--- src/sv/pidwr_pkg.sv ---
`timescale 1ns / 1ps
`default_nettype none

package pidwr_pkg;

  localparam int unsigned ERR_W      = 32;
  localparam int unsigned DIFF_W     = ERR_W + 1;
  localparam int unsigned ACC_W      = 48;
  localparam int unsigned GAIN_W     = 32;
  localparam int unsigned LIM_W      = 31;
  localparam int unsigned DRIVE_W    = 48;
  localparam int unsigned CFG_IDX_W  = 3;
  localparam int unsigned CFG_DATA_W = 32;
  localparam int unsigned FRAC_W     = 16;
  localparam int unsigned SUM_W      = 66;

  localparam logic signed [ACC_W-1:0] ACC_MAX = {1'b0, {(ACC_W-1){1'b1}}};
  localparam logic signed [ACC_W-1:0] ACC_MIN = {1'b1, {(ACC_W-1){1'b0}}};
  localparam logic signed [DRIVE_W-1:0] DRIVE_MAX = {1'b0, {(DRIVE_W-1){1'b1}}};
  localparam logic signed [DRIVE_W-1:0] DRIVE_MIN = {1'b1, {(DRIVE_W-1){1'b0}}};

  typedef enum logic [CFG_IDX_W-1:0] {
    REG_GAIN_P,
    REG_GAIN_I,
    REG_GAIN_D,
    REG_WINDUP_LIMIT,
    REG_FLIP_CLEAR,
    REG_TRAPEZOID
  } cfg_reg_e;

  typedef enum logic {
    OP_UPDATE,
    OP_CLEAR
  } op_e;

  typedef struct packed {
    logic signed [GAIN_W-1:0] gain_p;
    logic signed [GAIN_W-1:0] gain_i;
    logic signed [GAIN_W-1:0] gain_d;
    logic [LIM_W-1:0]         windup_limit;
    logic                     flip_clear_enable;
    logic                     trapezoid_enable;
  } cfg_t;

  // Word leaving the integrator stage.
  typedef struct packed {
    logic signed [ERR_W-1:0]  err;
    logic signed [DIFF_W-1:0] diff;
    logic signed [ACC_W-1:0]  integ;
    logic                     clip;
  } integ_word_t;

  // Word leaving the multiplier stage; the integral product is split in two.
  typedef struct packed {
    logic signed [ERR_W+GAIN_W-1:0]      p_err;
    logic signed [DIFF_W+GAIN_W-1:0]     p_diff;
    logic signed [ACC_W-FRAC_W+GAIN_W-1:0] p_ihi;
    logic signed [FRAC_W+1+GAIN_W-1:0]   p_ilo;
    logic                                clip;
  } prod_word_t;

  // Sign comparison with sign(0) taken as zero.
  function automatic logic sign_differs(logic neg_a, logic zero_a, logic neg_b, logic zero_b);
    return (neg_a != neg_b) || (zero_a != zero_b);
  endfunction

endpackage

`default_nettype wire

--- src/sv/pidwr_regs.sv ---
`timescale 1ns / 1ps
`default_nettype none

module pidwr_regs
  import pidwr_pkg::*;
(
  input  wire logic                  clk_i,
  input  wire logic                  rst_ni,
  input  wire logic                  cfg_we_i,
  input  wire logic [CFG_IDX_W-1:0]  cfg_idx_i,
  input  wire logic [CFG_DATA_W-1:0] cfg_data_i,
  output cfg_t                       cfg_o
);

  cfg_t cfg_q, cfg_d;

  always_comb begin
    cfg_d = cfg_q;
    if (cfg_we_i) begin
      case (cfg_reg_e'(cfg_idx_i))
        REG_GAIN_P:       cfg_d.gain_p = $signed(cfg_data_i[GAIN_W-1:0]);
        REG_GAIN_I:       cfg_d.gain_i = $signed(cfg_data_i[GAIN_W-1:0]);
        REG_GAIN_D:       cfg_d.gain_d = $signed(cfg_data_i[GAIN_W-1:0]);
        REG_WINDUP_LIMIT: cfg_d.windup_limit = cfg_data_i[LIM_W-1:0];
        REG_FLIP_CLEAR:   cfg_d.flip_clear_enable = cfg_data_i[0];
        REG_TRAPEZOID:    cfg_d.trapezoid_enable = cfg_data_i[0];
        default:          cfg_d = cfg_q;
      endcase
    end
  end

  always_ff @(posedge clk_i or negedge rst_ni) begin
    if (!rst_ni) begin
      cfg_q <= '0;
    end else begin
      cfg_q <= cfg_d;
    end
  end

  assign cfg_o = cfg_q;

endmodule

`default_nettype wire

--- config.mk ---
export PLATFORM = sky130hd
export DESIGN_NAME = pidwr_regs
export DESIGN_NICKNAME = d
export VERILOG_FILES = /design/src/sv/pidwr_pkg.sv /design/src/sv/pidwr_regs.sv
export SDC_FILE = /design/constraint.sdc
export NUM_CORES = 1
export LEC_CHECK = 0
export BUFFER_PORTS_ARGS = -buffer_cell sky130_fd_sc_hd__buf_2
export CORE_MARGIN = 2
export CORE_UTILIZATION = 54
export DETAILED_ROUTE_END_ITERATION = 12
export GPL_TIMING_DRIVEN = 1
export PLACE_DENSITY = 0.9
export SETUP_SLACK_MARGIN = 0.02
export SLEW_MARGIN = 40
export SYNTH_ARGS = -nofsm -noshare
export SYNTH_HDL_FRONTEND = slang
export SYNTH_SLANG_ARGS = --single-unit
--- constraint.sdc ---
create_clock -name clk_i -period 1.5 [get_ports clk_i]
set_input_delay 0.225 -clock clk_i [delete_from_list [all_inputs] [get_ports clk_i]]
set_output_delay 0.225 -clock clk_i [all_outputs]
set_load 0.05 [all_outputs]
Word-level counts from Yosys, hierarchy flattened
Cells that the tools add are included.

Register bits after elaboration: 129. Output and inout bits: 129. Logic and storage cells: 18.

Equal/unequal tests: 5. Reduce and logical (&&, ||, !) cells: 7.

Operators with widths (number): $reduce_and A2 Y1 (6); $eq A3 B2 Y1 const B (2); $eq A3 B3 Y1 const B (2); $eq A3 B1 Y1 const B (1); $logic_not A3 Y1 (1).

Longest topological paths before layout
Depth in word-level cells: 2. Mapped depth: 4.

Worst setup path before layout
OpenSTA, ideal clock, no wires.

Path type: in2reg. Start: input port cfg_idx_i[1]. End: register cfg_q, in the netlist cfg_o[118]. Setup time: 0.125 ns. Arrival: 1.148 ns. Data required time: 1.375 ns. Slack: 0.227 ns. Stages on the path: 3. Path buffers: 1. Path through: nor4b_4 > buf_6 > mux2_2.

Longest elaborated chain between the ends: 2.

Ends and longest elaborated chain: start, declared (line pidwr_regs.sv:10) `input wire logic [CFG_IDX_W-1:0] cfg_idx_i,`; $logic_not A3 Y1 (line pidwr_regs.sv:20) `case (cfg_reg_e'(cfg_idx_i))`; $reduce_and A2 Y1 (no source line); end signal, assigned (line pidwr_regs.sv:36) `cfg_q <= cfg_d;`; end, declared (line pidwr_regs.sv:15) `cfg_t cfg_q, cfg_d;`.

No other way between the ends. A chain may end at the register's enable or synchronous reset.

Worst setup path after layout
Start: register cfg_q, in the netlist cfg_o[47]. End: output port cfg_o[47] (netlist name).

RTL lines: end, declared (line pidwr_regs.sv:12) `output cfg_t cfg_o`.

No word-level cell between the ends.

==> results.md <==
- Net count of the mapped netlist: roughly 320
- Width of the die: ~99 microns
- CTS tree: done
- First-pass GRT wire length: approximately 18000 microns
- Max Clock Freq: approximately 730 MHz
- Sequential cell area fraction in the yosys report: 0.661
- Top-Level Pins: between 150 and 200
- Antenna-violating nets left: 0
- Sort of element at the end of the critical path: primary output
- Clock net sink count: 129
- Pin count of the biggest net entering global routing: 33
- Cell type with the highest aggregate area in the netlist: dfrtp_1
- Synth-to-layout area growth: 40.2%
- CP max stage cell: dfrtp_1
- FF-to-FF setup slack: roughly 0.68 ns
- Final worst path period share: 0.911
- Critical path class: flop to primary output
- N_diodes: 0
- Dominant delay contributor by cell family on the critical path: flip-flops
- Global router's overall resource usage: 0.235
- Chip Height: around 99 microns
- Final min period: roughly 1.4 ns
- Final layout net count: between 500 and 600
- Via count of the first global-routing pass: approximately 3500
- Final weighted congestion of routability-driven global placement: ~0.8
- HPWL after detailed placement: 7400 microns
- Required @ worst endpoint: between 1 and 1.5 ns
- Post-Route Setup TNS: 0 ns
- Number of standard cells in the layout, taps in and fillers out: 612
- Peak supply drop: ~1100 uV
- Setup clock skew after layout: 0 ns
- Max-cap violations: 0
- Total via count in the routed design: roughly 3200
- Total DRC errors in the routed layout: 0
- Max Slew Vio Count: 0
- Number of I/O port buffers: 166
- Routed WL: 11200 microns
- Sort of element at the start of the critical path: flop
- Crit path max fanout: 2
- Cell variety after synth: 9
- Number of instances resized during post-cts repair: 0
- Fraction of layout cells with a size suffix above 1: 0.653
- Initial DRT Pass Iterations: 4
- H-tree level count: 4
- Total gr overflow: 0
- Post-CTS clock slew at the launch and capture registers of the worst setup and hold paths: about 0.060 ns
- Starting utilization of the core area: 0.557
- Power density over cell area: ~2000 mW/mm^2
- Hold/Removal Path Class: input port to flop
- Fin. Hold Viols: 0
- Root buf cell: clkbuf_8
- #FFs+latches synth: 129
- Area of the core: about 0.009 sq mm
- Total number of yosys warnings: 0
- Clock network latency to the later pin of the worst-skew pair: about 0.5 ns
- Cell area after technology mapping: 0.00488 sq mm
- Most area-consuming cells after synthesis: dfrtp_1, mux2_2, mux2_1, buf_6, nor4bb_1
- Die ar.: around 0.0098 sq mm
- Cells after DPL: between 500 and 600
- RSZ-0062 raised after global routing: false
- Share of the synthesized area in the top cell type: 0.661
- Static leakage power: roughly 0.0033 uW
- Transition at the pin with the smallest max-transition slack: 0.440 ns
- Initial drt markers: around 110
- Average vias per placed instance: between 5 and 6
- Gate count after technology mapping: roughly 280
- Number of antenna violations at the first check in global routing: 0
- Crit path largest cell delay: 0.37 ns
- Maximum buffer depth of the clock tree: 2
- TritonCTS buffer count: 17
- Average footprint of a synthesized cell: 17.6 sq um
- Number of endpoints failing setup at the final stage: 0
- Placement row count: 34
- Filler instances: just over 500
- Arrival time at the worst endpoint: around 1.1 ns
- Max-slew headroom: 0.707
- Chain of cells forming the critical path: buf_2
- CP bufs+invs: 1
- Routed wirelength normalized by instance count: ~18 microns
- Status: finished clean
- Max FFs per register: roughly 130
- Tot Pwr: 13600 uW
[power by group]
part / total, uW / internal (uW) / switching (uW)
Sequential: 4650 / 4250 / 400
Clock: 4210 / 2750 / 1460
Combinational: 4710 / 1210 / 3500
Total: 13600 / 8210 / 5360
[cell families after synthesis]
group	count (synthesis)	synth area share
buffers and inverters	14	0.0269
flip-flops	129	0.661
AND/OR/NAND/NOR	6	0.0146
multiplexers	129	0.297
[cell usage after synthesis, drive strengths merged]
cell / number
buf: 14
dfrtp: 129
mux2: 129
nand4b: 2
nor4b: 1
nor4bb: 3
[what timing repair did]
action	in CTS	in global routing
hold buffers	31	0
hold endpoints to repair	140	0
setup endpoints to repair	0	0
setup buffers	0	0
[layout make-up]
type,count,area (sq um),area share
sequential,129,3230,0.471
multi-input combinational,135,1550,0.227
timing repair buffer,208,1310,0.192
clock buffer,20,435,0.0636
clock inverter,12,181,0.0265
tap,108,135,0.0197
[metal layers]
| metal | track usage | routed length, microns | part of all wire | vias to the layer above |
|---|---|---|---|---|
| met2 | 0.406 | 5890 | 0.53 | 114 |
| met1 | 0.281 | 4570 | 0.41 | 1653 |
| met5 | 0 | 0 | 0 | - |
| met4 | 0.0885 | 126 | 0.011 | 0 |
| met3 | 0.0661 | 591 | 0.053 | 10 |
| li1 | - | - | - | 1424 |
[metrics by stage]
| step | cell area, sq um | utilization | setup WS [ns] | hold slack [ns] |
|---|---|---|---|---|
| final | 6850 | 0.781 | 0.133 | 0.0258 |
| after global routing | 6850 | 0.781 | 0.0751 | 0.00602 |
| after CTS | 6850 | 0.781 | 0.0918 | 0.000199 |
| after detailed placement | 5920 | 0.676 | -0.0155 | 0.195 |
| after global placement | 5920 | 0.676 | 0.0375 | 0.194 |
| after floorplan | 4880 | - | 0.227 | -0.0706 |
[cell usage in the layout (no fill, tap or decap)]
master,netlist,routed
inv_6,0,2
buf_2,3,165
clkbuf_16,0,16
clkinvlp_4,0,4
dlygate4sd3_1,0,31
dfrtp_1,129,129
mux2_1,10,10
clkinv_2,0,1
buf_4,2,5
nand4b_1,2,2
mux2_2,119,119
buf_12,0,7
clkbuf_1,0,2
clkbuf_8,0,2
nor4b_4,1,1
clkinv_4,0,1
nor4bb_4,0,2
bufinv_16,0,4
nor4bb_1,3,1
[worst paths after layout]
path	endpoint	cells after the start	startpoint
max reg2reg	cfg_o[84]	1	cfg_o[84]
max in group asynchronous	cfg_o[125]	3	rst_ni
min	cfg_o[78]	2	cfg_data_i[13]
min in group asynchronous	cfg_o[117]	2	rst_ni
min reg2reg	cfg_o[94]	1	cfg_o[94]
max	cfg_o[47]	1	cfg_o[47]
Power figures use the tool's default switching activity.
