## config.mk

```make
export PLATFORM = sky130hd
export DESIGN_NAME = pidwr_sum
export DESIGN_NICKNAME = d
export VERILOG_FILES = /design/src/sv/pidwr_pkg.sv /design/src/sv/pidwr_sum.sv
export SDC_FILE = /design/constraint.sdc
export NUM_CORES = 1
export LEC_CHECK = 0
export ABC_AREA = 1
export BUFFER_PORTS_ARGS = -buffer_cell sky130_fd_sc_hd__buf_2
export CAP_MARGIN = 20
export CORE_MARGIN = 5
export CORE_UTILIZATION = 52
export DETAILED_ROUTE_END_ITERATION = 16
export PLACE_DENSITY_LB_ADDON = 0.3
export SYNTH_ARGS = -nofsm -noshare
export SYNTH_HDL_FRONTEND = slang
export SYNTH_SLANG_ARGS = --single-unit
```

## constraint.sdc

```tcl
create_clock -name clk_i -period 9.6 [get_ports clk_i]
set_clock_uncertainty 0.15 [all_clocks]
set_input_delay 2.4 -clock clk_i [delete_from_list [all_inputs] [get_ports clk_i]]
set_output_delay 2.4 -clock clk_i [all_outputs]
set_load 0.05 [all_outputs]
```

## src/sv/pidwr_pkg.sv

```systemverilog
`timescale 1ns / 1ps
`default_nettype none

package pidwr_pkg;

  localparam int unsigned ERR_W      = 32;
  localparam int unsigned DIFF_W     = ERR_W + 1;
  localparam int unsigned ACC_W      = 48;
  localparam int unsigned GAIN_W     = 32;
  localparam int unsigned LIM_W      = 31;
  localparam int unsigned DRIVE_W    = 48;
  localparam int unsigned CFG_IDX_W  = 3;
  localparam int unsigned CFG_DATA_W = 32;
  localparam int unsigned FRAC_W     = 16;
  localparam int unsigned SUM_W      = 66;

  localparam logic signed [ACC_W-1:0] ACC_MAX = {1'b0, {(ACC_W-1){1'b1}}};
  localparam logic signed [ACC_W-1:0] ACC_MIN = {1'b1, {(ACC_W-1){1'b0}}};
  localparam logic signed [DRIVE_W-1:0] DRIVE_MAX = {1'b0, {(DRIVE_W-1){1'b1}}};
  localparam logic signed [DRIVE_W-1:0] DRIVE_MIN = {1'b1, {(DRIVE_W-1){1'b0}}};

  typedef enum logic [CFG_IDX_W-1:0] {
    REG_GAIN_P,
    REG_GAIN_I,
    REG_GAIN_D,
    REG_WINDUP_LIMIT,
    REG_FLIP_CLEAR,
    REG_TRAPEZOID
  } cfg_reg_e;

  typedef enum logic {
    OP_UPDATE,
    OP_CLEAR
  } op_e;

  typedef struct packed {
    logic signed [GAIN_W-1:0] gain_p;
    logic signed [GAIN_W-1:0] gain_i;
    logic signed [GAIN_W-1:0] gain_d;
    logic [LIM_W-1:0]         windup_limit;
    logic                     flip_clear_enable;
    logic                     trapezoid_enable;
  } cfg_t;

  // Word leaving the integrator stage.
  typedef struct packed {
    logic signed [ERR_W-1:0]  err;
    logic signed [DIFF_W-1:0] diff;
    logic signed [ACC_W-1:0]  integ;
    logic                     clip;
  } integ_word_t;

  // Word leaving the multiplier stage; the integral product is split in two.
  typedef struct packed {
    logic signed [ERR_W+GAIN_W-1:0]      p_err;
    logic signed [DIFF_W+GAIN_W-1:0]     p_diff;
    logic signed [ACC_W-FRAC_W+GAIN_W-1:0] p_ihi;
    logic signed [FRAC_W+1+GAIN_W-1:0]   p_ilo;
    logic                                clip;
  } prod_word_t;

  // Sign comparison with sign(0) taken as zero.
  function automatic logic sign_differs(logic neg_a, logic zero_a, logic neg_b, logic zero_b);
    return (neg_a != neg_b) || (zero_a != zero_b);
  endfunction

endpackage

`default_nettype wire

```

## src/sv/pidwr_sum.sv

```systemverilog
`timescale 1ns / 1ps
`default_nettype none

module pidwr_sum
  import pidwr_pkg::*;
(
  input  wire logic                 clk_i,
  input  wire logic                 rst_ni,
  input  wire logic                 prod_valid_i,
  output logic                      prod_ready_o,
  input  wire prod_word_t           prod_i,
  output logic                      out_valid_o,
  input  wire logic                 out_ready_i,
  output logic signed [DRIVE_W-1:0] drive_o,
  output logic                      saturated_o
);

  localparam int unsigned T_ERR_W  = ERR_W + GAIN_W - FRAC_W;
  localparam int unsigned T_DIFF_W = DIFF_W + GAIN_W - FRAC_W;
  localparam int unsigned T_IHI_W  = ACC_W - FRAC_W + GAIN_W;
  localparam int unsigned T_ILO_W  = GAIN_W + 1;

  logic                    sum_valid_q;
  logic signed [SUM_W-1:0] sum_q, sum_d;
  logic                    sum_clip_q;
  logic                    sum_ready;

  logic                      out_valid_q;
  logic signed [DRIVE_W-1:0] drive_q, drive_d;
  logic                      sat_q, sat_d;

  logic [T_ERR_W-1:0]  t_err;
  logic [T_DIFF_W-1:0] t_diff;
  logic [T_IHI_W-1:0]  t_ihi;
  logic [T_ILO_W-1:0]  t_ilo;
  logic                drive_ovf;

  assign sum_ready    = !out_valid_q || out_ready_i;
  assign prod_ready_o = !sum_valid_q || sum_ready;

  // Dropping the low fraction bits of each product floors it; the upper
  // integral product already sits at the output scale.
  always_comb begin
    t_err  = prod_i.p_err[ERR_W+GAIN_W-1:FRAC_W];
    t_diff = prod_i.p_diff[DIFF_W+GAIN_W-1:FRAC_W];
    t_ihi  = prod_i.p_ihi;
    t_ilo  = prod_i.p_ilo[FRAC_W+GAIN_W:FRAC_W];
    sum_d  = $signed({{(SUM_W-T_ERR_W){t_err[T_ERR_W-1]}}, t_err})
           + $signed({{(SUM_W-T_DIFF_W){t_diff[T_DIFF_W-1]}}, t_diff})
           + $signed({{(SUM_W-T_IHI_W){t_ihi[T_IHI_W-1]}}, t_ihi})
           + $signed({{(SUM_W-T_ILO_W){t_ilo[T_ILO_W-1]}}, t_ilo});
  end

  always_comb begin
    drive_ovf = !((&sum_q[SUM_W-1:DRIVE_W-1]) || !(|sum_q[SUM_W-1:DRIVE_W-1]));
    drive_d   = drive_ovf ? (sum_q[SUM_W-1] ? DRIVE_MIN : DRIVE_MAX)
                          : sum_q[DRIVE_W-1:0];
    sat_d     = drive_ovf || sum_clip_q;
  end

  always_ff @(posedge clk_i or negedge rst_ni) begin
    if (!rst_ni) begin
      sum_valid_q <= 1'b0;
      out_valid_q <= 1'b0;
    end else begin
      if (prod_ready_o) begin
        sum_valid_q <= prod_valid_i;
      end
      if (sum_ready) begin
        out_valid_q <= sum_valid_q;
      end
    end
  end

  always_ff @(posedge clk_i) begin
    if (prod_ready_o && prod_valid_i) begin
      sum_q      <= sum_d;
      sum_clip_q <= prod_i.clip;
    end
    if (sum_ready && sum_valid_q) begin
      drive_q <= drive_d;
      sat_q   <= sat_d;
    end
  end

  assign out_valid_o = out_valid_q;
  assign drive_o     = drive_q;
  assign saturated_o = sat_q;

  a_clip_carried: assert property (@(posedge clk_i) disable iff (!rst_ni)
    sum_ready && sum_valid_q && sum_clip_q |=> saturated_o)
    else $error("integral clipping lost on the way to the output");

  a_overflow_flagged: assert property (@(posedge clk_i) disable iff (!rst_ni)
    sum_ready && sum_valid_q && drive_ovf |=> saturated_o)
    else $error("clipped drive not flagged");

  a_in_range_passes: assert property (@(posedge clk_i) disable iff (!rst_ni)
    sum_ready && sum_valid_q && !drive_ovf |=> drive_o == $past(sum_q[DRIVE_W-1:0]))
    else $error("drive altered although within range");

endmodule

`default_nettype wire

```

# ---- Yosys cells after proc, flatten, opt, wreduce, memory -nomap -nowiden
# Cells that the tools add are included.
dict set report totals {
  output_inout_bits 51
  reg_bits 118
  wordCells 23
}
dict set report op_classes {
  n_mux 2
  reduce_logical 12
  add_sub_neg 3
}
# op n
set op_table {}
lappend op_table {{$mux 48} 2}
lappend op_table {{$add 65x33->66} 1}
lappend op_table {{$add 50x64->65} 1}
lappend op_table {{$add 48x49->50} 1}
lappend op_table {{$reduce_and 19->1} 1}
lappend op_table {{$reduce_or 19->1} 1}
lappend op_table {{$logic_not 1->1} 4}
lappend op_table {{$logic_or 1x1->1} 4}
lappend op_table {{$logic_and 1x1->1} 2}

# ---- Logic depth before layout (Yosys ltp)
dict set report logic_depth {
  word_depth 5
  ltp_mapped 17
}

# ---- Worst setup path after synthesis
# Ideal clock, no wire load.
dict set report synth_path {
  path_kind {input-to-reg}
  start {input prod_i[49] in the netlist's numbering}
  end {register sum_q[64], data pin}
  path_slack_ps 3482
  path_buffers 0
  required_time_ps 9198
  arrival_time_ps 5715
  stages 14
  cell_sequence {inv_1 fa_1 fa_1 inv_1 ha_1 nand2_1 inv_1 nand2_1 nor2_1 nand2_1 nor4_2 nand2_1 nand3_1 nand2_1}
}
dict set report synth_between {
  elab_chain_len 1
}
# element line
set synth_lines {}
lappend synth_lines {{start: declaration} pidwr_sum.sv:11} ;# input wire prod_word_t prod_i,
lappend synth_lines {{$add 65x33->66} pidwr_sum.sv:51} ;# + $signed({{(SUM_W-T_ILO_W){t_ilo[T_ILO_W-1]}}, t_ilo});
lappend synth_lines {{net sum_d[64]} pidwr_sum.sv:24} ;# logic signed [SUM_W-1:0] sum_q, sum_d;
lappend synth_lines {{end signal: assignment} pidwr_sum.sv:77} ;# sum_q <= sum_d;
lappend synth_lines {{end: declaration} pidwr_sum.sv:24}
# The timed path passes the listed nets, and every way through them passes these cells.
# A chain may end at the register's enable or synchronous reset.

# ---- Worst setup path in the final report
dict set report layout_path {
  start {input prod_i[49] in the netlist's numbering}
  end {register sum_q[50], data pin}
}
# The elaborated chain is that of the path after synthesis.

==> metrics.txt <==
# TYPE chip_impl_metric gauge
chip_impl_metric{name="route.antenna.remaining_nets",unit=""} 0
chip_impl_metric{name="vdd_drop_max",unit="V"} 0.0000911
chip_impl_metric{name="num-fill-cells",unit=""} 2460
chip_impl_metric{name="synth.cell_area",unit="um2"} 13900
chip_impl_metric{name="cap_viol_max_count",unit=""} 0
chip_impl_info{name="path_type_of_the_worst_min_delay_path",value="flop to flop"} 1
chip_impl_metric{name="leakage",unit="nW"} 9.61
chip_impl_metric{name="gr-usage-all-layers",unit="%"} 24.3
chip_impl_metric{name="worst_pin_slew",unit="ps"} 809
chip_impl_metric{name="clk_transition_reported_paths",unit="ps"} 40
chip_impl_metric{name="synthesis_to_finish_area_growth",unit="%"} 16.7
chip_impl_metric{name="gp_congestion",unit=""} 0.910
chip_impl_metric{name="rows",unit=""} 59
chip_impl_metric{name="floorplan.die.height",unit="um"} 173
chip_impl_metric{name="cts-root-to-sink-buffers",unit=""} 3
chip_impl_metric{name="num_cts_buffers",unit=""} 25
chip_impl_info{name="crit_path_start_kind",value="input pin"} 1
chip_impl_metric{name="ys_ff_latch",unit=""} 118
chip_impl_metric{name="timing.critical_path.required",unit="ps"} 9570
chip_impl_metric{name="global_route.overflow_total",unit=""} 0
chip_impl_metric{name="worst_skew_pair.late_latency",unit="ps"} 440
chip_impl_info{name="slowest_stage",value="fa_1"} 1
chip_impl_metric{name="path_max_fanout",unit=""} 26
chip_impl_metric{name="place.port_buffers",unit=""} 249
chip_impl_metric{name="synth.lib_cells_used.distinct",unit=""} 27
chip_impl_metric{name="grt_start_max_net_pins",unit=""} 68
chip_impl_metric{name="drive_above_1_share",unit="%"} 15.4
chip_impl_metric{name="post-cts-setup-buffers",unit=""} 0
chip_impl_info{name="worstSetupPathType",value="input pin to flop"} 1
chip_impl_metric{name="slew_viol_final",unit=""} 0
chip_impl_metric{name="post-dp-hpwl",unit="mm"} 32.4
chip_impl_metric{name="wl",unit="mm"} 36.4
chip_impl_metric{name="avgViaCountPerCell",unit=""} 4.67
chip_impl_metric{name="initialDrtViolationCount",unit=""} 683
chip_impl_info{name="synth.area.top_cells",value="edfxtp_1 (25%), nand2_1 (19%), fa_1 (19%)"} 1
chip_impl_metric{name="worstPathArrival",unit="ps"} 5860
chip_impl_metric{name="cts.repair.resized",unit=""} 0
chip_impl_metric{name="power_per_cell_area",unit="nW/um2"} 230
chip_impl_metric{name="wire_length_of_the_first_global_routing_pass",unit="mm"} 58.9
chip_impl_metric{name="core_outline_area",unit="um2"} 26200
chip_impl_metric{name="final_hold_viol_count",unit=""} 0
chip_impl_metric{name="yosys_warnings",unit=""} 0
chip_impl_info{name="run_status",value="complete, no violations"} 1
chip_impl_metric{name="drt_pre_antenna_iters",unit=""} 5
chip_impl_info{name="tritoncts_clock_tree",value="yes"} 1
chip_impl_metric{name="drt_drc_violations_left",unit=""} 0
chip_impl_metric{name="fmax",unit="GHz"} 0.170
chip_impl_metric{name="die_area",unit="um2"} 30100
chip_impl_metric{name="post_cts_hold_buffer_count",unit=""} 0
chip_impl_info{name="timing.critical_path.mode_cell",value="nand2_1"} 1
chip_impl_metric{name="number_of_diodes_added_for_antenna_fixing",unit=""} 0
chip_impl_metric{name="crit_buf_inv",unit=""} 5
chip_impl_metric{name="routed_wire_length_per_instance",unit="um"} 14.0
chip_impl_metric{name="initial_core_util",unit="%"} 53.0
chip_impl_metric{name="yosysSeqAreaShare",unit="%"} 25.5
chip_impl_metric{name="totalNegativeSetupSlack",unit="ps"} 0
chip_impl_metric{name="antenna_found_initial",unit=""} 0
chip_impl_info{name="clk_root_buffer_cell",value="clkbuf_16"} 1
chip_impl_metric{name="clock_sinks",unit=""} 118
chip_impl_metric{name="setup-violations-final",unit=""} 0
chip_impl_info{name="critical_path.top_delay_family",value="adder cells"} 1
chip_impl_metric{name="synthDominantCellAreaShare",unit="%"} 25.1
chip_impl_metric{name="max_stage_delay",unit="ps"} 510
chip_impl_metric{name="post-route-period-util",unit="%"} 61.4
chip_impl_info{name="yosysTopAreaCell",value="edfxtp_1"} 1
chip_impl_metric{name="cts_max_level",unit=""} 4
chip_impl_metric{name="hold-worst-slack",unit="ps"} 355
chip_impl_metric{name="vias_in_the_first_global_route",unit=""} 11800
chip_impl_metric{name="design.portCount",unit=""} 298
chip_impl_info{name="path_cells",value="buf_2, clkinv_1, buf_4, fa_1, fa_1, inv_1, ha_1, nand2_1, nor2_1, nand2_1, inv_1, nand2_1, nor2_1, nand2_1, nand4_1, nand2_1"} 1
chip_impl_metric{name="synth_cells",unit=""} 1997
chip_impl_info{name="cp-end-kind",value="flop"} 1
chip_impl_metric{name="max-slew-margin-rel",unit="%"} 46.1
chip_impl_info{name="rsz0062_at_grt",value="no"} 1
chip_impl_metric{name="postSynthNetCount",unit=""} 2438
chip_impl_metric{name="fin_nets",unit=""} 2708
chip_impl_metric{name="detailroute.via_count",unit=""} 12200
chip_impl_metric{name="layout_min_cycle_time",unit="ps"} 5890
chip_impl_metric{name="post_synth.cell_area_avg",unit="um2"} 6.95
chip_impl_metric{name="die_x",unit="um"} 173
==> report_power, final <==
group	total, mW	leakage, nW	internal, mW	switching (mW)
registers	0.871	1.13	0.819	0.0514
logic	2.15	8.13	0.656	1.50
clock network	0.711	0.340	0.495	0.215
total	3.74	9.61	1.97	1.76
==> logic make-up (layout without fill, tap and decap cells) <==
family / Yosys count / in the layout / share of synthesized area, %
compound gates: 45 / 45 / 1.62
fa+ha+maj: 194 / 194 / 24.5
flops: 118 / 118 / 25.5
simple gates: 969 / 969 / 28.9
xor+xnor: 32 / 32 / 2.02
buf+inv: 639 / 915 / 17.6
==> metrics by stage <==
stage	area, um2	power [mW]	std cells	setup WS (ps)	utilization (%)
after floorplan	13900	2.37	1997	3480	-
after global placement	15500	2.98	2575	3300	59.2
after detailed placement	15500	3.01	2575	3260	59.2
after CTS	16200	3.74	2608	3720	61.8
after global routing	16200	4.05	2608	3430	61.8
final	16200	3.74	2608	3710	61.8
==> worst paths after layout <==
path                               end  cells past startpoint  slack (ps)       start
setup / recovery             sum_q[50]                     16        3710  prod_i[49]
hold / removal             drive_o[44]                      2         360   sum_q[44]
setup reg to reg           drive_o[11]                      6        7520   sum_q[65]
hold reg to reg            drive_o[44]                      2         360   sum_q[44]
max in group asynchronous  out_valid_o                      1        7620      rst_ni
min in group asynchronous  out_valid_o                      1        1590      rst_ni
==> worst register-to-register path, cell delays in order, from the launching register on <==
cell,delay [ps]
edfxtp_1,430
nor4_1,310
and2_1,170
nand4_1,100
nand2_1,90
buf_4,380
nand2_1,180
==> synth_stat cells <==
library cell and number:
or2_1 1, or2_2 3, nand2_1 709, inv_1 628, a21oi_1 43, buf_6 3
nor3_1 11, nand4_1 16, nor3_2 6, buf_4 4, fa_1 129, xnor2_1 1
and2_1 1, edfxtp_1 116, clkbuf_1 1, o21ai_0 2, xor2_1 31, nand3_1 52
nor4_1 4, ha_1 65, nor2_2 17, nand2_2 30, nor4_2 2, nand3_2 9
dfrtp_1 2, nor2_1 108, buf_2 3
==> state kept, by name (all words and copies together), names as in the netlist <==
name         flops
sum_q           66
drive_o         48
out_valid_o      1
saturated_o      1
sum_clip_q       1
sum_valid_q      1
==> area by class of cell <==
class / instances / area, um2 / area share, %
multi-input combinational: 1240 / 7920 / 48.9
timing repair buffer: 254 / 1280 / 7.92
sequential: 118 / 3530 / 21.8
clock inverter: 4 / 42.5 / 0.262
tap: 335 / 419 / 2.59
clock buffer: 29 / 651 / 4.01
inverter: 628 / 2360 / 14.5
==> layout by cell type (no fill, tap or decap), types with 4 or more instances in the layout <==
cell       instances
a21oi_1           42
buf_2            249
buf_4              5
clkbuf_16         25
edfxtp_1         116
fa_1             129
ha_1              65
inv_1            626
nand2_1          709
nand2_2           30
nand3_1           52
nand3_2            9
nand4_1           16
nor2_1           108
nor2_2            17
nor3_1            11
nor3_2             6
nor4_1             4
xor2_1            31
==> per-layer routing <==
metal / routed length, um / up-vias / global-route usage [%] / part of all wire (%)
li1: - / 6280 / - / -
met1: 17900 / 5502 / 36.9 / 49
met2: 15900 / 368 / 38.2 / 44
met3: 2200 / 25 / 2.92 / 6.0
met4: 368 / 0 / 3.89 / 1.0
met5: 0 / - / 0 / 0
(Power assumes the default switching activity.)
