$ cat src/sv/pidwr_pkg.sv
`timescale 1ns / 1ps
`default_nettype none

package pidwr_pkg;

  localparam int unsigned ERR_W      = 32;
  localparam int unsigned DIFF_W     = ERR_W + 1;
  localparam int unsigned ACC_W      = 48;
  localparam int unsigned GAIN_W     = 32;
  localparam int unsigned LIM_W      = 31;
  localparam int unsigned DRIVE_W    = 48;
  localparam int unsigned CFG_IDX_W  = 3;
  localparam int unsigned CFG_DATA_W = 32;
  localparam int unsigned FRAC_W     = 16;
  localparam int unsigned SUM_W      = 66;

  localparam logic signed [ACC_W-1:0] ACC_MAX = {1'b0, {(ACC_W-1){1'b1}}};
  localparam logic signed [ACC_W-1:0] ACC_MIN = {1'b1, {(ACC_W-1){1'b0}}};
  localparam logic signed [DRIVE_W-1:0] DRIVE_MAX = {1'b0, {(DRIVE_W-1){1'b1}}};
  localparam logic signed [DRIVE_W-1:0] DRIVE_MIN = {1'b1, {(DRIVE_W-1){1'b0}}};

  typedef enum logic [CFG_IDX_W-1:0] {
    REG_GAIN_P,
    REG_GAIN_I,
    REG_GAIN_D,
    REG_WINDUP_LIMIT,
    REG_FLIP_CLEAR,
    REG_TRAPEZOID
  } cfg_reg_e;

  typedef enum logic {
    OP_UPDATE,
    OP_CLEAR
  } op_e;

  typedef struct packed {
    logic signed [GAIN_W-1:0] gain_p;
    logic signed [GAIN_W-1:0] gain_i;
    logic signed [GAIN_W-1:0] gain_d;
    logic [LIM_W-1:0]         windup_limit;
    logic                     flip_clear_enable;
    logic                     trapezoid_enable;
  } cfg_t;

  // Word leaving the integrator stage.
  typedef struct packed {
    logic signed [ERR_W-1:0]  err;
    logic signed [DIFF_W-1:0] diff;
    logic signed [ACC_W-1:0]  integ;
    logic                     clip;
  } integ_word_t;

  // Word leaving the multiplier stage; the integral product is split in two.
  typedef struct packed {
    logic signed [ERR_W+GAIN_W-1:0]      p_err;
    logic signed [DIFF_W+GAIN_W-1:0]     p_diff;
    logic signed [ACC_W-FRAC_W+GAIN_W-1:0] p_ihi;
    logic signed [FRAC_W+1+GAIN_W-1:0]   p_ilo;
    logic                                clip;
  } prod_word_t;

  // Sign comparison with sign(0) taken as zero.
  function automatic logic sign_differs(logic neg_a, logic zero_a, logic neg_b, logic zero_b);
    return (neg_a != neg_b) || (zero_a != zero_b);
  endfunction

endpackage

`default_nettype wire

$ cat src/sv/pidwr_integ.sv
`timescale 1ns / 1ps
`default_nettype none

module pidwr_integ
  import pidwr_pkg::*;
(
  input  wire logic                    clk_i,
  input  wire logic                    rst_ni,
  input  wire cfg_t                    cfg_i,
  input  wire logic                    in_valid_i,
  output logic                         in_ready_o,
  input  wire logic                    op_i,
  input  wire logic signed [ERR_W-1:0] error_in_i,
  output logic                         word_valid_o,
  input  wire logic                    word_ready_i,
  output integ_word_t                  word_o
);

  logic signed [ACC_W-1:0] acc_q, acc_d;
  logic signed [ERR_W-1:0] last_q, last_d;
  logic                    valid_q;
  integ_word_t             word_q, word_d;

  logic                    in_fire;
  logic signed [DIFF_W-1:0] diff;
  logic signed [DIFF_W-1:0] pair_sum;
  logic signed [ERR_W-1:0] incr;
  logic signed [ACC_W:0]   acc_sum;
  logic signed [ACC_W-1:0] acc_sat;
  logic                    acc_ovf;
  logic [ERR_W-1:0]        abs_err;
  logic                    trap_sel;
  logic                    flip_hit;
  logic                    windup_hit;

  assign in_ready_o = !valid_q || word_ready_i;
  assign in_fire    = in_valid_i && in_ready_o;

  always_comb begin
    diff     = {error_in_i[ERR_W-1], error_in_i} - {last_q[ERR_W-1], last_q};
    pair_sum = {error_in_i[ERR_W-1], error_in_i} + {last_q[ERR_W-1], last_q};
    trap_sel = cfg_i.trapezoid_enable &&
               sign_differs(diff[DIFF_W-1], diff == '0,
                            error_in_i[ERR_W-1], error_in_i == '0);
    // Arithmetic halving of the pair sum rounds towards minus infinity.
    incr     = trap_sel ? pair_sum[DIFF_W-1:1] : error_in_i;
    acc_sum  = {acc_q[ACC_W-1], acc_q} + {{(ACC_W-ERR_W+1){incr[ERR_W-1]}}, incr};
    acc_ovf  = acc_sum[ACC_W] != acc_sum[ACC_W-1];
    acc_sat  = acc_ovf ? (acc_sum[ACC_W] ? ACC_MIN : ACC_MAX) : acc_sum[ACC_W-1:0];
    abs_err  = error_in_i[ERR_W-1] ? (~error_in_i + 1'b1) : error_in_i;
    flip_hit = cfg_i.flip_clear_enable &&
               sign_differs(error_in_i[ERR_W-1], error_in_i == '0,
                            last_q[ERR_W-1], last_q == '0);
    windup_hit = (cfg_i.windup_limit != '0) && (abs_err > {1'b0, cfg_i.windup_limit});

    acc_d  = acc_q;
    last_d = last_q;
    word_d = word_q;
    if (in_fire) begin
      if (op_e'(op_i) == OP_CLEAR) begin
        acc_d  = '0;
        last_d = '0;
        word_d = '0;
      end else begin
        acc_d        = (flip_hit || windup_hit) ? '0 : acc_sat;
        last_d       = error_in_i;
        word_d.err   = error_in_i;
        word_d.diff  = diff;
        word_d.integ = acc_d;
        word_d.clip  = acc_ovf;
      end
    end
  end

  always_ff @(posedge clk_i or negedge rst_ni) begin
    if (!rst_ni) begin
      acc_q   <= '0;
      last_q  <= '0;
      valid_q <= 1'b0;
    end else begin
      acc_q  <= acc_d;
      last_q <= last_d;
      if (in_ready_o) begin
        valid_q <= in_valid_i;
      end
    end
  end

  always_ff @(posedge clk_i) begin
    word_q <= word_d;
  end

  assign word_valid_o = valid_q;
  assign word_o       = word_q;

  a_clear_zeroes_state: assert property (@(posedge clk_i) disable iff (!rst_ni)
    in_fire && op_i |=> acc_q == '0 && last_q == '0)
    else $error("clear word did not zero the integrator state");

  a_last_follows_error: assert property (@(posedge clk_i) disable iff (!rst_ni)
    in_fire && !op_i |=> last_q == $past(error_in_i))
    else $error("previous error not taken from the accepted word");

  a_windup_clears: assert property (@(posedge clk_i) disable iff (!rst_ni)
    in_fire && !op_i && windup_hit |=> acc_q == '0)
    else $error("integral kept beyond the windup limit");

  a_flip_clears: assert property (@(posedge clk_i) disable iff (!rst_ni)
    in_fire && !op_i && flip_hit |=> acc_q == '0)
    else $error("integral kept across an error sign change");

  a_word_tracks_state: assert property (@(posedge clk_i) disable iff (!rst_ni)
    in_fire |=> word_q.integ == acc_q)
    else $error("forwarded integral differs from the stored one");

endmodule

`default_nettype wire

$ cat config.mk
export PLATFORM = sky130hd
export DESIGN_NAME = pidwr_integ
export DESIGN_NICKNAME = d
export VERILOG_FILES = /design/src/sv/pidwr_pkg.sv /design/src/sv/pidwr_integ.sv
export SDC_FILE = /design/constraint.sdc
export NUM_CORES = 1
export LEC_CHECK = 0
export ABC_AREA = 0
export BUFFER_PORTS_ARGS = -buffer_cell sky130_fd_sc_hd__buf_2
export CAP_MARGIN = 0
export CORE_MARGIN = 4
export CORE_UTILIZATION = 55
export DETAILED_ROUTE_END_ITERATION = 12
export PLACE_DENSITY_LB_ADDON = 0.3
export SYNTH_ARGS = -nofsm -noshare
export SYNTH_HDL_FRONTEND = slang
export SYNTH_SLANG_ARGS = --single-unit
export TNS_END_PERCENT = 100
$ cat constraint.sdc
create_clock -name clk_i -period 8.65 [get_ports clk_i]
set_input_delay 1.73 -clock clk_i [delete_from_list [all_inputs] [get_ports clk_i]]
set_output_delay 1.73 -clock clk_i [all_outputs]
set_load 0.01 [all_outputs]
* After elaboration in Yosys (flattened, before gate mapping)
Cells that the tools add are included.
Word-level totals: logic and storage cells 38, flip-flop bits (word level) 195, output and inout port bits 116
Operators by class: $lt $le $gt $ge 1, bitwise logic cells 1, reduce and logical (&&, ||, !) cells 13, mux-type cells 7, equal/unequal tests 5, add/subtract/negate cells 4
Operators with widths (count):
- 2-to-1 mux 48 bit | 4
- 2-to-1 mux 32 bit | 3
- logical NOT 32 bit | 2
- adder 48 x 32 -> 49 bit | 1
- adder 32 x 32 -> 33 bit | 1
- logical NOT 33 bit | 1
- subtractor 32 x 32 -> 33 bit | 1
- adder 32 x 1 -> 32 bit, second input constant | 1
- > comparator 32 x 31 -> 1 bit | 1
- NOT 32 bit | 1
- nonzero test 31 bit | 1
- inequality test 1 bit | 5
- logical AND 1 bit | 4
- logical OR 1 bit | 4
- logical NOT 1 bit | 1

* Depth between registers and ports, before layout
depth in word-level cells 11, gate-level depth with buffers 33, mapped depth without buffers 30

* Worst setup path after synthesis
No wires, ideal clock.
path kind input to register, from input port error_in_i[7], to register word_q, in the netlist word_o[43] (data pin), data arrival time 8.378 ns, setup slack -0.007 ns, buffers on the path 2, library setup time 0.279 ns, required time 8.371 ns, stages 25, cells stage by stage ha_1 clkbuf_1 a2111o_1 o21ai_1 a21oi_1 a31oi_1 a2bb2oi_1 mux2_2 nor4b_1 nand4_1 mux2i_1 a311oi_1 ha_1 clkbuf_1 a21o_1 a21o_1 a21o_1 nand2b_1 a21oi_1 a211o_1 a221oi_1 o21bai_1 xor2_1 a2111oi_0 nor2_1
Between the ends: cells in the longest elaborated chain, start to end 10, elaborated cells on any way between the ends 23, classes of those cells add/sub: 4; order compare: 1; eq/ne: 4; mux: 5; bitwise: 1; reduce/logical: 8
Ends and longest elaborated chain:
- from (decl) | RTL line pidwr_integ.sv:13 | input wire logic signed [ERR_W-1:0] error_in_i,
- subtractor 32 x 32 -> 33 bit | RTL line pidwr_integ.sv:40 | diff = {error_in_i[ERR_W-1], error_in_i} - {last_q[ERR_W-1], last_q};
- logical NOT 33 bit | RTL line pidwr_integ.sv:43 | sign_differs(diff[DIFF_W-1], diff == '0,
- inequality test 1 bit | RTL line pidwr_pkg.sv:64 | return (neg_a != neg_b) || (zero_a != zero_b);
- logical OR 1 bit | RTL line pidwr_pkg.sv:64
- logical AND 1 bit | RTL line pidwr_integ.sv:42 | trap_sel = cfg_i.trapezoid_enable &&
- 2-to-1 mux 32 bit | RTL line pidwr_integ.sv:46 | incr = trap_sel ? pair_sum[DIFF_W-1:1] : error_in_i;
- adder 48 x 32 -> 49 bit | RTL line pidwr_integ.sv:47 | acc_sum = {acc_q[ACC_W-1], acc_q} + {{(ACC_W-ERR_W+1){incr[ERR_W-1]}}, incr};
- 2-to-1 mux 48 bit / inequality test 1 bit (equally long branches) | RTL line pidwr_integ.sv:49, pidwr_integ.sv:48
- 2-to-1 mux 48 bit | RTL line pidwr_integ.sv:49 | acc_sat = acc_ovf ? (acc_sum[ACC_W] ? ACC_MIN : ACC_MAX) : acc_sum[ACC_W-1:0];
- 2-to-1 mux 48 bit * | RTL line pidwr_integ.sv:65 | acc_d = (flip_hit || windup_hit) ? '0 : acc_sat;
- to (signal assigned) | RTL line pidwr_integ.sv:90 | word_q <= word_d;
- to (decl) | RTL line pidwr_integ.sv:22 | integ_word_t word_q, word_d;
Mark *: on every way between the ends. The rest lies on a longest branch, timed or not. A chain may end at the register's enable or synchronous reset.

* Worst setup path in the final report
from input port error_in_i[0], to register acc_q[3]
Between the ends: cells in the longest elaborated chain, start to end 11, elaborated cells on any way between the ends 24, classes of those cells add/sub: 4; order compare: 1; eq/ne: 4; mux: 6; bitwise: 1; reduce/logical: 8
Ends and longest elaborated chain:
- subtractor 32 x 32 -> 33 bit | RTL line pidwr_integ.sv:40
- logical NOT 33 bit | RTL line pidwr_integ.sv:43
- inequality test 1 bit | RTL line pidwr_pkg.sv:64
- logical OR 1 bit | RTL line pidwr_pkg.sv:64
- logical AND 1 bit | RTL line pidwr_integ.sv:42
- 2-to-1 mux 32 bit | RTL line pidwr_integ.sv:46
- adder 48 x 32 -> 49 bit | RTL line pidwr_integ.sv:47
- 2-to-1 mux 48 bit / inequality test 1 bit (equally long branches) | RTL line pidwr_integ.sv:49, pidwr_integ.sv:48
- 2-to-1 mux 48 bit | RTL line pidwr_integ.sv:49
- 2-to-1 mux 48 bit * | RTL line pidwr_integ.sv:65
- 2-to-1 mux 48 bit * | RTL line pidwr_integ.sv:60 | if (op_e'(op_i) == OP_CLEAR) begin
- to (signal assigned) | RTL line pidwr_integ.sv:77 | acc_q <= '0;
- to (signal assigned) | RTL line pidwr_integ.sv:81 | acc_q <= acc_d;
- to (decl) | RTL line pidwr_integ.sv:19 | logic signed [ACC_W-1:0] acc_q, acc_d;
Marked as above.

==> summary.md <==
| Metric | Value |
|---|---|
| Status | `finished clean` |
| Antenna-violating nets left | `0` |
| Core area | `0.0272 mm²` |
| RR Endpoint | `acc_q[3]` |
| GRT overflow | `0` |
| Mux cell area share after synthesis | `3.03%` |
| Worst EP required | `9.03 ns` |
| CTS tree | `done` |
| Seq cells post-synth | `195` |
| Crit path DAT | `8.95 ns` |
| Final wirelength | `46700 µm` |
| Crit Path Category | `input port to flop` |
| Die ar. | `0.0306 mm²` |
| Post-Synth Adder-Cell Area | `12.2%` |
| Vias per inst | `5.87` |
| Placed cells | `2448` |
| Setup-failing EPs final | `0` |
| Crit-path max FO | `15` |
| Root cell of the clock tree | `clkbuf_16` |
| Asr flop ratio synth | `41.5%` |
| Register area share after synthesis | `35.6%` |
| Syn Inst Count | `1686` |
| Max cap viols | `0` |
| Slew Limit Fails | `0` |
| Die W | `175 µm` |
| Design Power | `4230 µW` |
| Fill count | `2020` |
| Bufs on Longest Clock Path | `2` |
| CTS Buf Count | `17` |
| Met2 WL | `21700 µm` |
| Max-slew headroom | `41.5%` |
| Simple-Gate Fraction of Synth Area | `17.0%` |
| Fraction of layout cells with a size suffix above 1 | `30.6%` |
| Reg2reg setup slack | `0.93 ns` |
| Initial core utilization | `56.3%` |
| Least-Margin Pin Slew | `0.855 ns` |
| Skew-Pair Late Insertion Delay | `0.46 ns` |
| Final WS setup | `0.0767 ns` |
| Gr usage total | `29.5%` |
| Yosys warns | `0` |
| Fmax | `0.117 GHz` |
| Clk slew on worst S/H paths | `0.09 ns` |
| I/O Pins | `282` |
| Worst Hold End | `acc_q[40]` |
| Number of synthesized flops with an enable pin | `114` |
| Biggest area consumer among synthesized cells | `edfxtp_1` |
| Port bufs | `185` |
| Final cell count without fillers | `2489` |
| Hold crit path type | `flop to flop` |
| Slowest stage delay, CP | `0.39 ns` |
| Most common cell in the synthesized netlist | `nor2_1` |
| CTS hold repair buffers | `0` |
| Post-Syn Nets | `2000` |
| Crit end category | `flop` |
| CP Buf/Inv Count | `5` |
| DR pass1 iterations | `5` |
| Reg2reg start | `last_q[3]` |
| Post-synth top area share | `22.4%` |
| M1 WL | `19400 µm` |
| Vias in the first global route | `14500` |
| Nets@finish | `2417` |
| H-tree Lvls | `4` |
| Main area contributors after synthesis | `edfxtp_1 22%, dfrtp_1 13%, ha_1 12%, xnor2_1 5.1%, nor2_1 4.6%` |
| Placer congestion estimate | `1.00` |
| Multi-input logic area | `0.00943 mm²` |
| Initial DRC Count | `1193` |
| Setup TNS | `0 ns` |
| Final Cycle Share | `99.1%` |
| Prevailing post-synth register cell | `edfxtp_1` |
| Initial antenna violation count | `6` |
| Hold Fails Final Rpt | `0` |
| Max layer used | `met5` |
| TritonCTS Sinks | `195` |
| Dpl hpwl | `34700 µm` |
| CP top delay family | `compound AO/OA/AOI/OAI gates` |
| Synth Area in XOR/XNOR | `6.69%` |
| Synthesized area | `0.0153 mm²` |
| PwrDens | `215 mW/mm²` |
| Die Ht | `175 µm` |
| DP Worst Slack | `-0.916 ns` |
| Leak pwr | `0.00929 µW` |
| Routed WL per cell | `18.8 µm` |
| Worst IR Drop VDD | `0.000161 V` |
| Seq. cell area | `0.00545 mm²` |
| FP Rows | `60` |
| Largest net degree at the start of global routing | `100` |
| Hold Path Origin | `acc_q[40]` |
| DR DRC count | `0` |
| Number of library cell types mapped by synthesis | `76` |
| Synth top cells by count | `188 x nor2_1, 145 x ha_1, 133 x nand2_1, 114 x edfxtp_1, 109 x inv_1` |
| Reg2Reg Depth | `28` |
| Fin crit period | `8.57 ns` |
| Element type at the critical path start | `input port` |
| First-pass GRT wire length | `73400 µm` |
| Layout Area Growth over Synthesis | `28.4%` |
| Final non-filler cell area | `0.0197 mm²` |
| Placed instance area | `0.0185 mm²` |
| Combinational family with the most area after synthesis | `compound AO/OA/AOI/OAI gates` |
| Average size of a mapped cell | `9.08 µm²` |
| CP max stage cell | `a211o_2` |
| Detail Route met3 WL | `3680 µm` |
| Clock Skews | `0.0260 ns` |
| Worst Hold Depth | `2` |
| Post-synthesis compound-gate area fraction | `20.2%` |
| Via count | `14600` |
## layout by cell type (no fill, tap or decap), types with 68 or more instances in the layout
cell type,instances
edfxtp_1,114
a21oi_1,94
dfrtp_1,81
xnor2_1,88
buf_4,275
inv_1,107
a21o_1,68
buf_2,184
nor2_1,187
nand2_1,133
ha_1,140
o21ai_0,88
## report_power, final
part | internal, µW | switching, µW | total [µW]
clock | 429 | 442 | 871
combinational | 1000 | 1150 | 2160
sequential | 1130 | 73.5 | 1200
total | 2560 | 1670 | 4230
## cell type report
class                           instances  share of cell area [%]
Antenna cell                            1                  0.0127
Clock buffer                           17                    2.16
Clock inverter                         15                    1.15
Inverter                              109                    2.11
Multi-Input combinational cell       1307                    48.0
Sequential cell                       195                    27.7
Tap cell                              372                    2.37
Timing Repair Buffer                  473                    16.5
## metal layers
layer  vias to the layer above  track usage (%)
li1                       6886                -
met1                      6922             38.8
met2                       668             48.9
met3                       114             5.88
met4                        10             10.6
met5                         -                0
## kinds of logic (layout without fill, tap and decap cells)
kind of cell / Yosys count / after routing
AOI/OAI and AO/OA: 460 / 460
xor gates and xnor gates: 117 / 117
adders and majority gates: 148 / 148
buffers and inverters: 184 / 614
DFF: 195 / 195
muxes: 41 / 41
other: 0 / 1
and+or+nand+nor: 541 / 541
## registers in the layout, summed over array words and instances (netlist names)
signal / count
acc_q: 48
last_q: 32
word_o: 114
word_valid_o: 1
## worst min-delay path, delay by kind of cell, from the launching register on
kind	cells	cell delay (ns)
AO/OA/AOI/OAI	1	0.05
AND/OR/NAND/NOR	1	0.06
flip-flops	1	0.36
## stage by stage
| step | util, % | hold WS, ns |
|---|---|---|
| after floorplan | - | 0.456 |
| after global placement | 68.2 | 0.470 |
| after detailed placement | 68.2 | 0.478 |
| after CTS | 70.8 | 0.497 |
| after global routing | 72.3 | 0.518 |
| final | 72.3 | 0.499 |
## worst max-delay path by stage
| stage | depth (start not counted) | start | slack (ns) | endpoint |
|---|---|---|---|---|
| final | 30 | error_in_i[0] | 0.08 | acc_q[3] |
| after global routing | 32 | error_in_i[0] | -0.11 | acc_q[0] |
| after CTS | 28 | error_in_i[3] | 0.04 | acc_q[3] |
| after detailed placement | 30 | error_in_i[0] | -0.92 | word_o[43] |
| after global placement | 30 | error_in_i[0] | -0.77 | word_o[43] |
| after floorplan | 28 | error_in_i[7] | 0.04 | word_o[43] |
## timing repair
item	CTS	global route
pin swaps	3	30
endpoints found under the setup margin	95	95
gates cloned	0	3
gates resized for setup	13	58
setup buffers	0	5
hold endpoints to repair	0	0
No activity file was read; power rests on OpenSTA's default activity.
